### src/infix_expression_evaluator_defines.svh
// assertion macros for the infix expression evaluator
// depends on: clk and rst_n in the scope of each use

`ifndef INFIX_EXPRESSION_EVALUATOR_DEFINES_SVH
`define INFIX_EXPRESSION_EVALUATOR_DEFINES_SVH

// same-cycle implication, checked outside reset
`define IEE_ASSERT_IMP(name, pre, post, msg) \
    name: assert property (@(posedge clk) disable iff (!rst_n) (pre) |-> (post)) \
        else $error(msg);

// next-cycle implication, checked outside reset
`define IEE_ASSERT_NEXT(name, pre, post, msg) \
    name: assert property (@(posedge clk) disable iff (!rst_n) (pre) |=> (post)) \
        else $error(msg);

`endif

### src/iee_pkg.sv
// shared types and constants for the infix expression evaluator
// used by iee_muldiv, infix_expression_evaluator and the testbench; no dependencies

package iee_pkg;

    localparam int VALUE_WIDTH  = 64;
    localparam int RESULT_WIDTH = 64;
    localparam int CNT_W        = $clog2(VALUE_WIDTH);

    typedef logic [VALUE_WIDTH-1:0] word_t;

    localparam logic [7:0] CH_SPACE = 8'h20;
    localparam logic [7:0] CH_STAR  = 8'h2A;
    localparam logic [7:0] CH_PLUS  = 8'h2B;
    localparam logic [7:0] CH_MINUS = 8'h2D;
    localparam logic [7:0] CH_SLASH = 8'h2F;
    localparam logic [7:0] CH_ZERO  = 8'h30;
    localparam logic [7:0] CH_NINE  = 8'h39;
    localparam logic [7:0] CH_EQUAL = 8'h3D;

    typedef enum logic [1:0] {
        OP_ADD = 2'd0,
        OP_MUL = 2'd1,
        OP_DIV = 2'd2
    } term_op_t;

    typedef struct packed {
        logic [7:0] symbol;
        logic       line_end;
    } iee_in_t;

    typedef struct packed {
        logic signed [RESULT_WIDTH-1:0] value;
        logic                           divide_error;
    } iee_out_t;

    // request to the shared multiply/divide unit
    typedef struct packed {
        logic  start;
        logic  is_div;
        word_t a;
        word_t b;
    } muldiv_req_t;

    typedef struct packed {
        logic  done;
        word_t result;
    } muldiv_rsp_t;

endpackage

### src/iee_muldiv.sv
// iterative multiply / signed divide unit, one bit per cycle
// depends on: iee_pkg

module iee_muldiv (
    input  logic                clk,
    input  logic                rst_n,
    input  iee_pkg::muldiv_req_t req,
    output iee_pkg::muldiv_rsp_t rsp
);
    import iee_pkg::*;

    typedef enum logic [1:0] {
        U_IDLE,
        U_RUN,
        U_FIX
    } unit_state_t;

    unit_state_t            state_reg, state_next;
    logic [CNT_W-1:0]       cnt_reg, cnt_next;
    word_t                  x_reg, x_next;
    word_t                  y_reg, y_next;
    word_t                  acc_reg, acc_next;
    logic                   div_reg, div_next;
    logic                   neg_reg, neg_next;
    logic                   done_reg, done_next;
    word_t                  result_reg, result_next;

    logic [VALUE_WIDTH:0]   rem_shift;
    logic [VALUE_WIDTH:0]   rem_diff;

    always_comb
    begin
        rem_shift = {acc_reg, x_reg[VALUE_WIDTH-1]};
        rem_diff  = rem_shift - {1'b0, y_reg};
    end

    always_comb
    begin
        state_next  = state_reg;
        cnt_next    = cnt_reg;
        x_next      = x_reg;
        y_next      = y_reg;
        acc_next    = acc_reg;
        div_next    = div_reg;
        neg_next    = neg_reg;
        done_next   = 1'b0;
        result_next = result_reg;

        case (state_reg)
            U_IDLE:
            begin
                if (req.start)
                begin
                    div_next = req.is_div;
                    acc_next = '0;
                    cnt_next = CNT_W'(VALUE_WIDTH - 1);
                    if (req.is_div)
                    begin
                        // divide magnitudes, fix the sign at the end
                        x_next   = req.a[VALUE_WIDTH-1] ? word_t'('0 - req.a) : req.a;
                        y_next   = req.b[VALUE_WIDTH-1] ? word_t'('0 - req.b) : req.b;
                        neg_next = req.a[VALUE_WIDTH-1] ^ req.b[VALUE_WIDTH-1];
                    end
                    else
                    begin
                        x_next   = req.a;
                        y_next   = req.b;
                        neg_next = 1'b0;
                    end
                    state_next = U_RUN;
                end
            end

            U_RUN:
            begin
                if (div_reg)
                begin
                    if (!rem_diff[VALUE_WIDTH])
                    begin
                        acc_next = rem_diff[VALUE_WIDTH-1:0];
                        x_next   = {x_reg[VALUE_WIDTH-2:0], 1'b1};
                    end
                    else
                    begin
                        acc_next = rem_shift[VALUE_WIDTH-1:0];
                        x_next   = {x_reg[VALUE_WIDTH-2:0], 1'b0};
                    end
                end
                else
                begin
                    if (y_reg[0])
                        acc_next = acc_reg + x_reg;
                    x_next = {x_reg[VALUE_WIDTH-2:0], 1'b0};
                    y_next = {1'b0, y_reg[VALUE_WIDTH-1:1]};
                end
                if (cnt_reg == '0)
                    state_next = U_FIX;
                else
                    cnt_next = cnt_reg - 1'b1;
            end

            U_FIX:
            begin
                if (div_reg)
                    result_next = neg_reg ? word_t'('0 - x_reg) : x_reg;
                else
                    result_next = acc_reg;
                done_next  = 1'b1;
                state_next = U_IDLE;
            end

            default:
            begin
                state_next = U_IDLE;
            end
        endcase
    end

    always_ff @(posedge clk or negedge rst_n)
    begin
        if (!rst_n)
        begin
            state_reg  <= U_IDLE;
            cnt_reg    <= '0;
            x_reg      <= '0;
            y_reg      <= '0;
            acc_reg    <= '0;
            div_reg    <= 1'b0;
            neg_reg    <= 1'b0;
            done_reg   <= 1'b0;
            result_reg <= '0;
        end
        else
        begin
            state_reg  <= state_next;
            cnt_reg    <= cnt_next;
            x_reg      <= x_next;
            y_reg      <= y_next;
            acc_reg    <= acc_next;
            div_reg    <= div_next;
            neg_reg    <= neg_next;
            done_reg   <= done_next;
            result_reg <= result_next;
        end
    end

    assign rsp.done   = done_reg;
    assign rsp.result = result_reg;

endmodule

### src/infix_expression_evaluator.sv
// top level of the streaming infix expression evaluator
// depends on: iee_pkg, iee_muldiv, infix_expression_evaluator_defines.svh

// One ASCII character per transaction on char_*; a result transaction on
// result_* for '=' or for a line end without an earlier '='. After a digit,
// a space, an operator that needs no multiply or divide, or a division by
// zero, the next character is accepted once S_FIN and S_APPLY have passed.
// A character that ends a number behind a * or behind a / with a nonzero
// divisor runs the shared shift-add multiply / restoring divide unit, one
// bit per cycle, and the block waits in S_WAIT for its result before
// S_APPLY and the next accept. A result waits in an output register, so a
// stalled result_ready only holds the block when a second result is due.
// Values wrap at VALUE_WIDTH bits and come out sign-extended; a division by
// zero sets the term to 0 and divide_error.

`include "infix_expression_evaluator_defines.svh"

module infix_expression_evaluator (
    input  logic              clk,
    input  logic              rst_n,
    input  logic              char_valid,
    output logic              char_ready,
    input  iee_pkg::iee_in_t  char_data,
    output logic              result_valid,
    input  logic              result_ready,
    output iee_pkg::iee_out_t result_data
);
    import iee_pkg::*;

    typedef enum logic [1:0] {
        S_IDLE,
        S_FIN,
        S_WAIT,
        S_APPLY
    } state_t;

    state_t      state_reg, state_next;
    logic [7:0]  sym_reg, sym_next;
    logic        last_reg, last_next;
    logic        fin_req_reg, fin_req_next;
    word_t       total_reg, total_next;
    word_t       term_reg, term_next;
    word_t       number_reg, number_next;
    logic        in_number_reg, in_number_next;
    logic        subtract_reg, subtract_next;
    term_op_t    term_op_reg, term_op_next;
    logic        finished_reg, finished_next;
    logic        zdiv_reg, zdiv_next;
    iee_out_t    out_reg, out_next;
    logic        out_valid_reg, out_valid_next;

    muldiv_req_t md_req;
    muldiv_rsp_t md_rsp;

    logic        in_digit;
    logic        sym_digit;
    logic        active;
    logic        emit;
    logic        out_free;
    logic        apply_done;
    word_t       fold_val;
    logic [3:0]  digit_val;

    function automatic logic is_digit(input logic [7:0] c);
        return (c >= CH_ZERO) && (c <= CH_NINE);
    endfunction

    iee_muldiv u_muldiv (
        .clk   (clk),
        .rst_n (rst_n),
        .req   (md_req),
        .rsp   (md_rsp)
    );

    always_comb
    begin
        in_digit   = is_digit(char_data.symbol);
        digit_val  = 4'(char_data.symbol - CH_ZERO);
        sym_digit  = is_digit(sym_reg);
        active     = !finished_reg && (sym_reg != CH_SPACE) && !sym_digit;
        emit       = (active && (sym_reg == CH_EQUAL)) || (last_reg && !finished_reg);
        out_free   = !out_valid_reg || result_ready;
        apply_done = (state_reg == S_APPLY) && (!emit || out_free);
        fold_val   = subtract_reg ? (total_reg - term_reg) : (total_reg + term_reg);
    end

    always_comb
    begin
        state_next     = state_reg;
        sym_next       = sym_reg;
        last_next      = last_reg;
        fin_req_next   = fin_req_reg;
        total_next     = total_reg;
        term_next      = term_reg;
        number_next    = number_reg;
        in_number_next = in_number_reg;
        subtract_next  = subtract_reg;
        term_op_next   = term_op_reg;
        finished_next  = finished_reg;
        zdiv_next      = zdiv_reg;
        out_next       = out_reg;
        out_valid_next = out_valid_reg;

        md_req.start   = 1'b0;
        md_req.is_div  = (term_op_reg == OP_DIV);
        md_req.a       = term_reg;
        md_req.b       = number_reg;

        if (result_ready)
            out_valid_next = 1'b0;

        case (state_reg)
            S_IDLE:
            begin
                if (char_valid)
                begin
                    sym_next     = char_data.symbol;
                    last_next    = char_data.line_end;
                    // a non-digit other than a space, or the line end, closes a pending number
                    fin_req_next = !finished_reg &&
                                   (((char_data.symbol != CH_SPACE) && !in_digit) ||
                                    char_data.line_end);
                    if (!finished_reg && in_digit)
                    begin
                        number_next    = word_t'(number_reg << 3) + word_t'(number_reg << 1)
                                         + word_t'(digit_val);
                        in_number_next = 1'b1;
                    end
                    state_next = S_FIN;
                end
            end

            S_FIN:
            begin
                state_next = S_APPLY;
                if (fin_req_reg && in_number_reg)
                begin
                    case (term_op_reg)
                        OP_MUL:
                        begin
                            md_req.start = 1'b1;
                            state_next   = S_WAIT;
                        end
                        OP_DIV:
                        begin
                            if (number_reg == '0)
                            begin
                                term_next      = '0;
                                zdiv_next      = 1'b1;
                                number_next    = '0;
                                in_number_next = 1'b0;
                            end
                            else
                            begin
                                md_req.start = 1'b1;
                                state_next   = S_WAIT;
                            end
                        end
                        default:
                        begin
                            term_next      = term_reg + number_reg;
                            number_next    = '0;
                            in_number_next = 1'b0;
                        end
                    endcase
                end
            end

            S_WAIT:
            begin
                if (md_rsp.done)
                begin
                    term_next      = md_rsp.result;
                    number_next    = '0;
                    in_number_next = 1'b0;
                    state_next     = S_APPLY;
                end
            end

            S_APPLY:
            begin
                // hold here while an earlier result still blocks the output
                if (apply_done)
                begin
                    if (active)
                    begin
                        if ((sym_reg == CH_PLUS) || (sym_reg == CH_MINUS))
                        begin
                            total_next    = fold_val;
                            term_next     = '0;
                            term_op_next  = OP_ADD;
                            subtract_next = (sym_reg == CH_MINUS);
                        end
                        else if (sym_reg == CH_STAR)
                            term_op_next = OP_MUL;
                        else if (sym_reg == CH_SLASH)
                            term_op_next = OP_DIV;
                        else if (sym_reg == CH_EQUAL)
                            finished_next = 1'b1;
                    end
                    if (emit)
                    begin
                        out_next.value        = RESULT_WIDTH'($signed(fold_val));
                        out_next.divide_error = zdiv_reg;
                        out_valid_next        = 1'b1;
                    end
                    if (last_reg)
                    begin
                        total_next     = '0;
                        term_next      = '0;
                        number_next    = '0;
                        in_number_next = 1'b0;
                        subtract_next  = 1'b0;
                        term_op_next   = OP_ADD;
                        finished_next  = 1'b0;
                        zdiv_next      = 1'b0;
                    end
                    state_next = S_IDLE;
                end
            end

            default:
            begin
                state_next = S_IDLE;
            end
        endcase
    end

    always_ff @(posedge clk or negedge rst_n)
    begin
        if (!rst_n)
        begin
            state_reg     <= S_IDLE;
            sym_reg       <= '0;
            last_reg      <= 1'b0;
            fin_req_reg   <= 1'b0;
            total_reg     <= '0;
            term_reg      <= '0;
            number_reg    <= '0;
            in_number_reg <= 1'b0;
            subtract_reg  <= 1'b0;
            term_op_reg   <= OP_ADD;
            finished_reg  <= 1'b0;
            zdiv_reg      <= 1'b0;
            out_reg       <= '0;
            out_valid_reg <= 1'b0;
        end
        else
        begin
            state_reg     <= state_next;
            sym_reg       <= sym_next;
            last_reg      <= last_next;
            fin_req_reg   <= fin_req_next;
            total_reg     <= total_next;
            term_reg      <= term_next;
            number_reg    <= number_next;
            in_number_reg <= in_number_next;
            subtract_reg  <= subtract_next;
            term_op_reg   <= term_op_next;
            finished_reg  <= finished_next;
            zdiv_reg      <= zdiv_next;
            out_reg       <= out_next;
            out_valid_reg <= out_valid_next;
        end
    end

    assign char_ready   = (state_reg == S_IDLE);
    assign result_valid = out_valid_reg;
    assign result_data  = out_reg;

    `IEE_ASSERT_NEXT(a_accept_then_busy, char_valid && char_ready, !char_ready,
                     "char_ready stayed high after an accept")
    `IEE_ASSERT_IMP(a_done_only_waiting, md_rsp.done, state_reg == S_WAIT,
                    "muldiv result arrived outside the wait state")
    `IEE_ASSERT_NEXT(a_line_end_clears, apply_done && last_reg,
                     (total_reg == '0) && !finished_reg && !zdiv_reg && !in_number_reg,
                     "state not cleared after line end")

endmodule

### config.mk
export PLATFORM = sky130hd
export DESIGN_NAME = infix_expression_evaluator
export DESIGN_NICKNAME = d
export VERILOG_FILES = /design/src/iee_pkg.sv /design/src/iee_muldiv.sv /design/src/infix_expression_evaluator.sv
export VERILOG_INCLUDE_DIRS = /design/src /design/src/src
export SDC_FILE = /design/constraint.sdc
export NUM_CORES = 2
export LEC_CHECK = 0
export BUFFER_PORTS_ARGS = -buffer_cell sky130_fd_sc_hd__buf_4
export CAP_MARGIN = 30
export CORE_UTILIZATION = 35
export CTS_CLUSTER_SIZE = 25
export DETAILED_ROUTE_END_ITERATION = 12
export GPL_TIMING_DRIVEN = 0
export HOLD_SLACK_MARGIN = 0.03
export PLACE_DENSITY_LB_ADDON = 0.05
export SYNTH_ARGS = -nofsm -noshare
export SYNTH_HDL_FRONTEND = slang
export SYNTH_SLANG_ARGS = --single-unit
### constraint.sdc
create_clock -name clk -period 6.6 [get_ports clk]
set_input_delay 1.32 -clock clk [delete_from_list [all_inputs] [get_ports clk]]
set_output_delay 1.32 -clock clk [all_outputs]
set_load 0.005 [all_outputs]
# Word level (Yosys, flattened, before mapping)
# Index checks and enable logic that the tools add are counted.
# totals
reg_bits,543
input_bits,13
output_inout_bits,67
elab_cells,211
# op_classes
addsub,12
magnitude_cmp,4
n_eq_ne,34
muxes,89
bitwise,1
reduce_logical,47
# ops
operator,count
$mux 64,30
$pmux 64 s2,5
$add 64x64->64,4
$pmux 64 s4,1
$pmux 64 s3,1
$sub 1x64->64 const A,3
$sub 65x64->65,1
$add 64x4->64,1
$logic_not 64->1,1
$sub 64x64->64,1
$eq 8x6->1 const B,5
$mux 1,32
$ne 2x2->1 const B,12
$mux 2,10
$ge 8x6->1 const B,2
$le 8x6->1 const B,2
$ne 8x6->1 const B,2
$reduce_and 8->1,2
$reduce_and 3->1,5
$mux 6,2
$pmux 6 s2,1
$logic_and 1x1->1,11
$reduce_bool 2->1,5
$eq 2x2->1 const B,4
other kinds (22),44

# Longest topological paths before layout
# logic_depth
ltp_word,11
depth_mapped,26
ltp_nobuf,25

# Cells and area by module
# A second synthesis with hierarchy kept.
# unflattened
cells_unflattened,5937
area_unflattened_um2,47951.0
# by_module_without_submodules
mod,instances,cells_per_inst,area_each_um2,seq_area_each_um2
infix_expression_evaluator,1,2925,24553.5,6906.6
iee_muldiv,1,3012,23397.4,6681.4

# Worst setup path before layout
# Ideal clock, no wire load.
# synth_timing
path_kind,reg2reg
start,register term_reg[2]
end,register total_reg[62]
setup_ps,130
t_arrival_ps,4819
slack_ps,1651
path_stages_with_launch,21
path_buffers,2
synth_period_minus_slack_ps,4949
path_cell_list,dfrtp_1 -> clkbuf_1 -> nor3_2 -> and3_1 -> buf_2 -> nor4bb_1 -> nand3_1 -> nor4_1 -> nor2_1 -> xnor2_1 -> ha_1 -> and3_1 -> nand2_1 -> o31a_1 -> or2_2 -> nor3_1 -> o311a_1 -> a41oi_1 -> o21ai_0 -> xnor2_1 -> o21ai_0
# synth_between
elab_chain_len,5
word_cells_on_any_way,6
cone_classes,2 x add/sub; 4 x mux
# synth_rtl
element,line,text
start: declaration,infix_expression_evaluator.sv:42,"word_t term_reg, term_next;"
start signal: assignment,infix_expression_evaluator.sv:255,term_reg <= term_next;
$add 64x64->64 / $sub 64x64->64 (equally long branches),infix_expression_evaluator.sv:84,fold_val = subtract_reg ? (total_reg - term_reg) : (total_reg + term_reg);
$mux 64 (*),infix_expression_evaluator.sv:84,
$mux 64 (*),infix_expression_evaluator.sv:187,if ((sym_reg == CH_PLUS) || (sym_reg == CH_MINUS))
$mux 64 (*),infix_expression_evaluator.sv:185,if (active)
$mux 64 (*),infix_expression_evaluator.sv:207,if (last_reg)
end signal: assignment,infix_expression_evaluator.sv:254,total_reg <= total_next;
end: declaration,infix_expression_evaluator.sv:41,"word_t total_reg, total_next;"
# Mark *: on every way between the ends. The rest lies on a longest branch, timed or not. The select of a mux whose other input is x is not followed.
# A chain may end at the register's enable or synchronous reset.

# Worst setup path after layout
# layout_timing
start,register u_muldiv.x_reg[63]
end,register u_muldiv.acc_reg[0]
# layout_between
elab_chain_len,4
# layout_rtl
element,line,text
start: declaration,iee_muldiv.sv:20,"word_t x_reg, x_next;"
start signal: assignment,iee_muldiv.sv:137,x_reg <= x_next;
$sub 65x64->65,iee_muldiv.sv:34,"rem_diff = rem_shift - {1'b0, y_reg};"
$mux 64 (*),iee_muldiv.sv:78,if (!rem_diff[VALUE_WIDTH])
$mux 64 (*),iee_muldiv.sv:76,if (div_reg)
$pmux 64 s2 (*),iee_muldiv.sv:49,case (state_reg)
end signal: assignment,iee_muldiv.sv:139,acc_reg <= acc_next;
end: declaration,iee_muldiv.sv:22,"word_t acc_reg, acc_next;"
# Mark *: on every way between the ends. The rest lies on a longest branch, timed or not.

==> out/results.tsv <==
metric	value	unit
status	complete, no violations	
synthesis-to-finish area growth	12.5	%
Netlist cell types	99	
H-tree level count	3	
synthesized net count	6279	
crit path kind	reg -> reg	
CTS tree	yes	
Core Box Area	132000	sq um
Fin. Hold Viols	0	
cts hold-fix bufs	0	
CP endpoint kind	register	
register bit total from synthesis	543	
clk buf depth	3	
Seq/Total Area, Yosys	0.291	
DRT antenna net count	0	
wirelength, routed	201000	microns
Crit Path Max Fanout	10	
Inst Count DP	7722	
Skew-Pair Late Insertion Delay	0.69	ns
initial antenna violation count	5	
TritonCTS Buffers	74	
max_cap viols	0	
gpl congestion	0.947	
WP data required	7.20	ns
total congestion overflow	0	
global-route wire length before repair	294000	microns
synthesized cell area	46700	sq um
vias in the first global route	44400	
vias per inst	5.73	
Mean Syn Cell Area	7.95	sq um
Starting Density	0.354	
PortBufs	79	
startpoint types	register	
clk root buf	clkbuf_16	
Main synth FF type	dfrtp_1	
max-slew violations	0	
Die W	367	microns
# DRC	0	
initial DRC count	4006	
RSZ-0062 raised after global routing	true	
final instance area	52500	sq um
Post-Place Cell Area	49800	sq um
Yosys warning count	0	
Setup Skew	0.0267	ns
fillers	13800	
I/O pins	80	
critical path arrival	6.89	ns
max_slew headroom	0.224	
Final Cycle Share	0.953	
Nets	6456	
DR vias	45100	
Die ar.	135000	sq um
share of layout cells above drive strength 1	0.0610	
num rows	133	
asr flop ratio synth	1.00	
DR WL/cell	25.5	microns
Fin Setup TNS	0	ns
fmax	0.159	GHz
Tot GR Track Use	0.291	
Hold Path Class	reg -> reg	
fin crit period	6.29	ns
Die H	367	microns
clock sink count	543	
synthesized instance count	5873	
Worst-Margin Slew	1.13	ns
EDFF count, synth	0	
Final setup viols	0	
Layout Cells excl Fill	7864	
Largest register FFs	65	
largest net degree at the start of global routing	108	
Clock transition at path regs	0.06	ns
DPL Wire Length	163000	microns
Pre-antenna DRT Iters	6	
==> layout by cell type, fill, tap and decap left out, types with 18 or more instances in the layout <==
master	Yosys	routed
inv_1	177	177
buf_2	38	36
a211oi_1	40	39
nor2_1	406	405
nor2b_1	44	44
mux2i_1	64	64
o22ai_1	18	18
xnor2_1	318	316
o41ai_1	18	18
a22oi_1	136	136
a21oi_1	555	555
o21ai_0	676	676
xor2_1	204	204
buf_4	10	92
nor3_1	70	68
a21o_1	231	231
or3_1	58	58
nand3_1	83	82
and3_1	29	29
dfrtp_1	543	543
ha_1	387	387
nand4_1	70	70
nand2b_1	37	37
clkbuf_16	0	76
o21bai_1	58	58
a31oi_1	52	52
nor4_1	33	30
o21a_1	31	31
nand2_1	746	746
o21ai_1	29	29
o31ai_1	94	94
clkbuf_1	285	298
buf_1	20	20
==> repair_timing <==
item | in CTS | in global routing
setup endpoints to repair | 20 | 64
setup buffers | 2 | 1
gates resized for setup | 5 | 15
pin swaps | 1 | 0
==> cell type report <==
class | instances | area, sq um | area share
Antenna cell | 6 | 15.0 | 0.000286
Buffer | 361 | 1490 | 0.0284
Clock buffer | 104 | 2160 | 0.0411
Clock inverter | 25 | 419 | 0.00798
Inverter | 178 | 668 | 0.0127
Multi-Input combinational cell | 4791 | 31000 | 0.591
Sequential cell | 543 | 13600 | 0.259
Tap cell | 1755 | 2200 | 0.0418
Timing Repair Buffer | 101 | 937 | 0.0178
==> path summary, 6_finish.rpt <==
path / depth (start not counted) / startpoint / to / slack [ns]
setup / recovery: 19 / u_muldiv.x_reg[63] / u_muldiv.acc_reg[0] / 0.31
hold / removal: 2 / result_data[57] / result_data[57] / 0.48
setup reg to reg: 19 / u_muldiv.x_reg[63] / u_muldiv.acc_reg[0] / 0.31
hold reg to reg: 2 / result_data[57] / result_data[57] / 0.48
max in group asynchronous: 4 / rst_n / u_muldiv.acc_reg[15] / 4.04
min in group asynchronous: 1 / rst_n / total_reg[60] / 0.70
==> cell families after synthesis <==
logic type,share of synthesized area
DFF,0.291
xor gates and xnor gates,0.0979
AOI/OAI and AO/OA,0.277
muxes,0.0171
and+or+nand+nor,0.164
adders and majority gates,0.106
buffers and inverters,0.0460
==> synthesized netlist by cell type, types with 11 or more instances <==
| cell type | count | area [sq um] |
|---|---|---|
| o21a_1 | 31 | 233 |
| xor2_1 | 204 | 1790 |
| nor2b_1 | 44 | 275 |
| or3_1 | 58 | 363 |
| nor4_1 | 33 | 206 |
| and3_1 | 29 | 181 |
| ha_1 | 387 | 4840 |
| clkbuf_1 | 285 | 1070 |
| or2_2 | 17 | 106 |
| xnor2_1 | 318 | 2790 |
| nor3b_1 | 11 | 82.6 |
| a221oi_1 | 12 | 105 |
| o22ai_1 | 18 | 113 |
| nor3_1 | 70 | 350 |
| nand2b_1 | 37 | 231 |
| a22oi_1 | 136 | 1020 |
| a221o_1 | 11 | 110 |
| or4_1 | 17 | 128 |
| a211oi_1 | 40 | 300 |
| inv_1 | 177 | 664 |
| buf_1 | 20 | 75.1 |
| o21bai_1 | 58 | 435 |
| nand4_1 | 70 | 438 |
| o31ai_1 | 94 | 706 |
| dfrtp_1 | 543 | 13600 |
| nand2_1 | 746 | 2800 |
| mux2i_1 | 64 | 641 |
| a21oi_1 | 555 | 2780 |
| o21ai_0 | 676 | 3380 |
| and2_1 | 18 | 113 |
| a21boi_0 | 16 | 120 |
| o41ai_1 | 18 | 158 |
| o211ai_1 | 17 | 128 |
| a31oi_1 | 52 | 325 |
| buf_2 | 38 | 190 |
| nand3_1 | 83 | 415 |
| nor2_1 | 406 | 1520 |
| o221ai_1 | 15 | 131 |
| o21ai_1 | 29 | 145 |
| mux2_2 | 14 | 158 |
| a21o_1 | 231 | 1730 |
==> metrics by stage <==
step / hold WS, ns / util / setup WS (ns)
2_1_floorplan: 0.449 / - / 1.65
4_1_cts: 0.485 / 0.397 / 0.0107
3_5_place_dp: 0.472 / 0.377 / -0.312
3_3_place_gp: 0.466 / 0.375 / -2.43
6_report: 0.477 / 0.398 / 0.311
5_1_grt: 0.508 / 0.398 / -0.0989
==> layer usage <==
| layer | vias up | wire length (microns) | GRT usage |
|---|---|---|---|
| li1 | 21500 | - | - |
| met1 | 22100 | 90300 | 0.390 |
| met2 | 1172 | 90900 | 0.469 |
| met3 | 258 | 11500 | 0.0477 |
| met4 | 2 | 7890 | 0.111 |
| met5 | - | 16 | 0 |
==> worst max-delay path: stages (launching register included) <==
cell and delay [ns]:
dfrtp_1 0.70, inv_1 0.36, ha_1 0.36, inv_1 0.09, fa_1 0.23, a211oi_1 0.11
o21ai_0 0.51, nand4_1 0.28, a21boi_1 0.40, o211ai_1 0.21, nand4_1 0.23, nand2_1 0.18
o41ai_2 0.54, a41oi_1 0.24, xnor2_2 0.42, clkbuf_4 0.42, clkbuf_1 0.34, buf_8 0.22
o21ai_0 0.13, o21ai_0 0.18
Power is not shown: default switching activity piles up to over one toggle a cycle in this logic, so the estimate is an artifact.
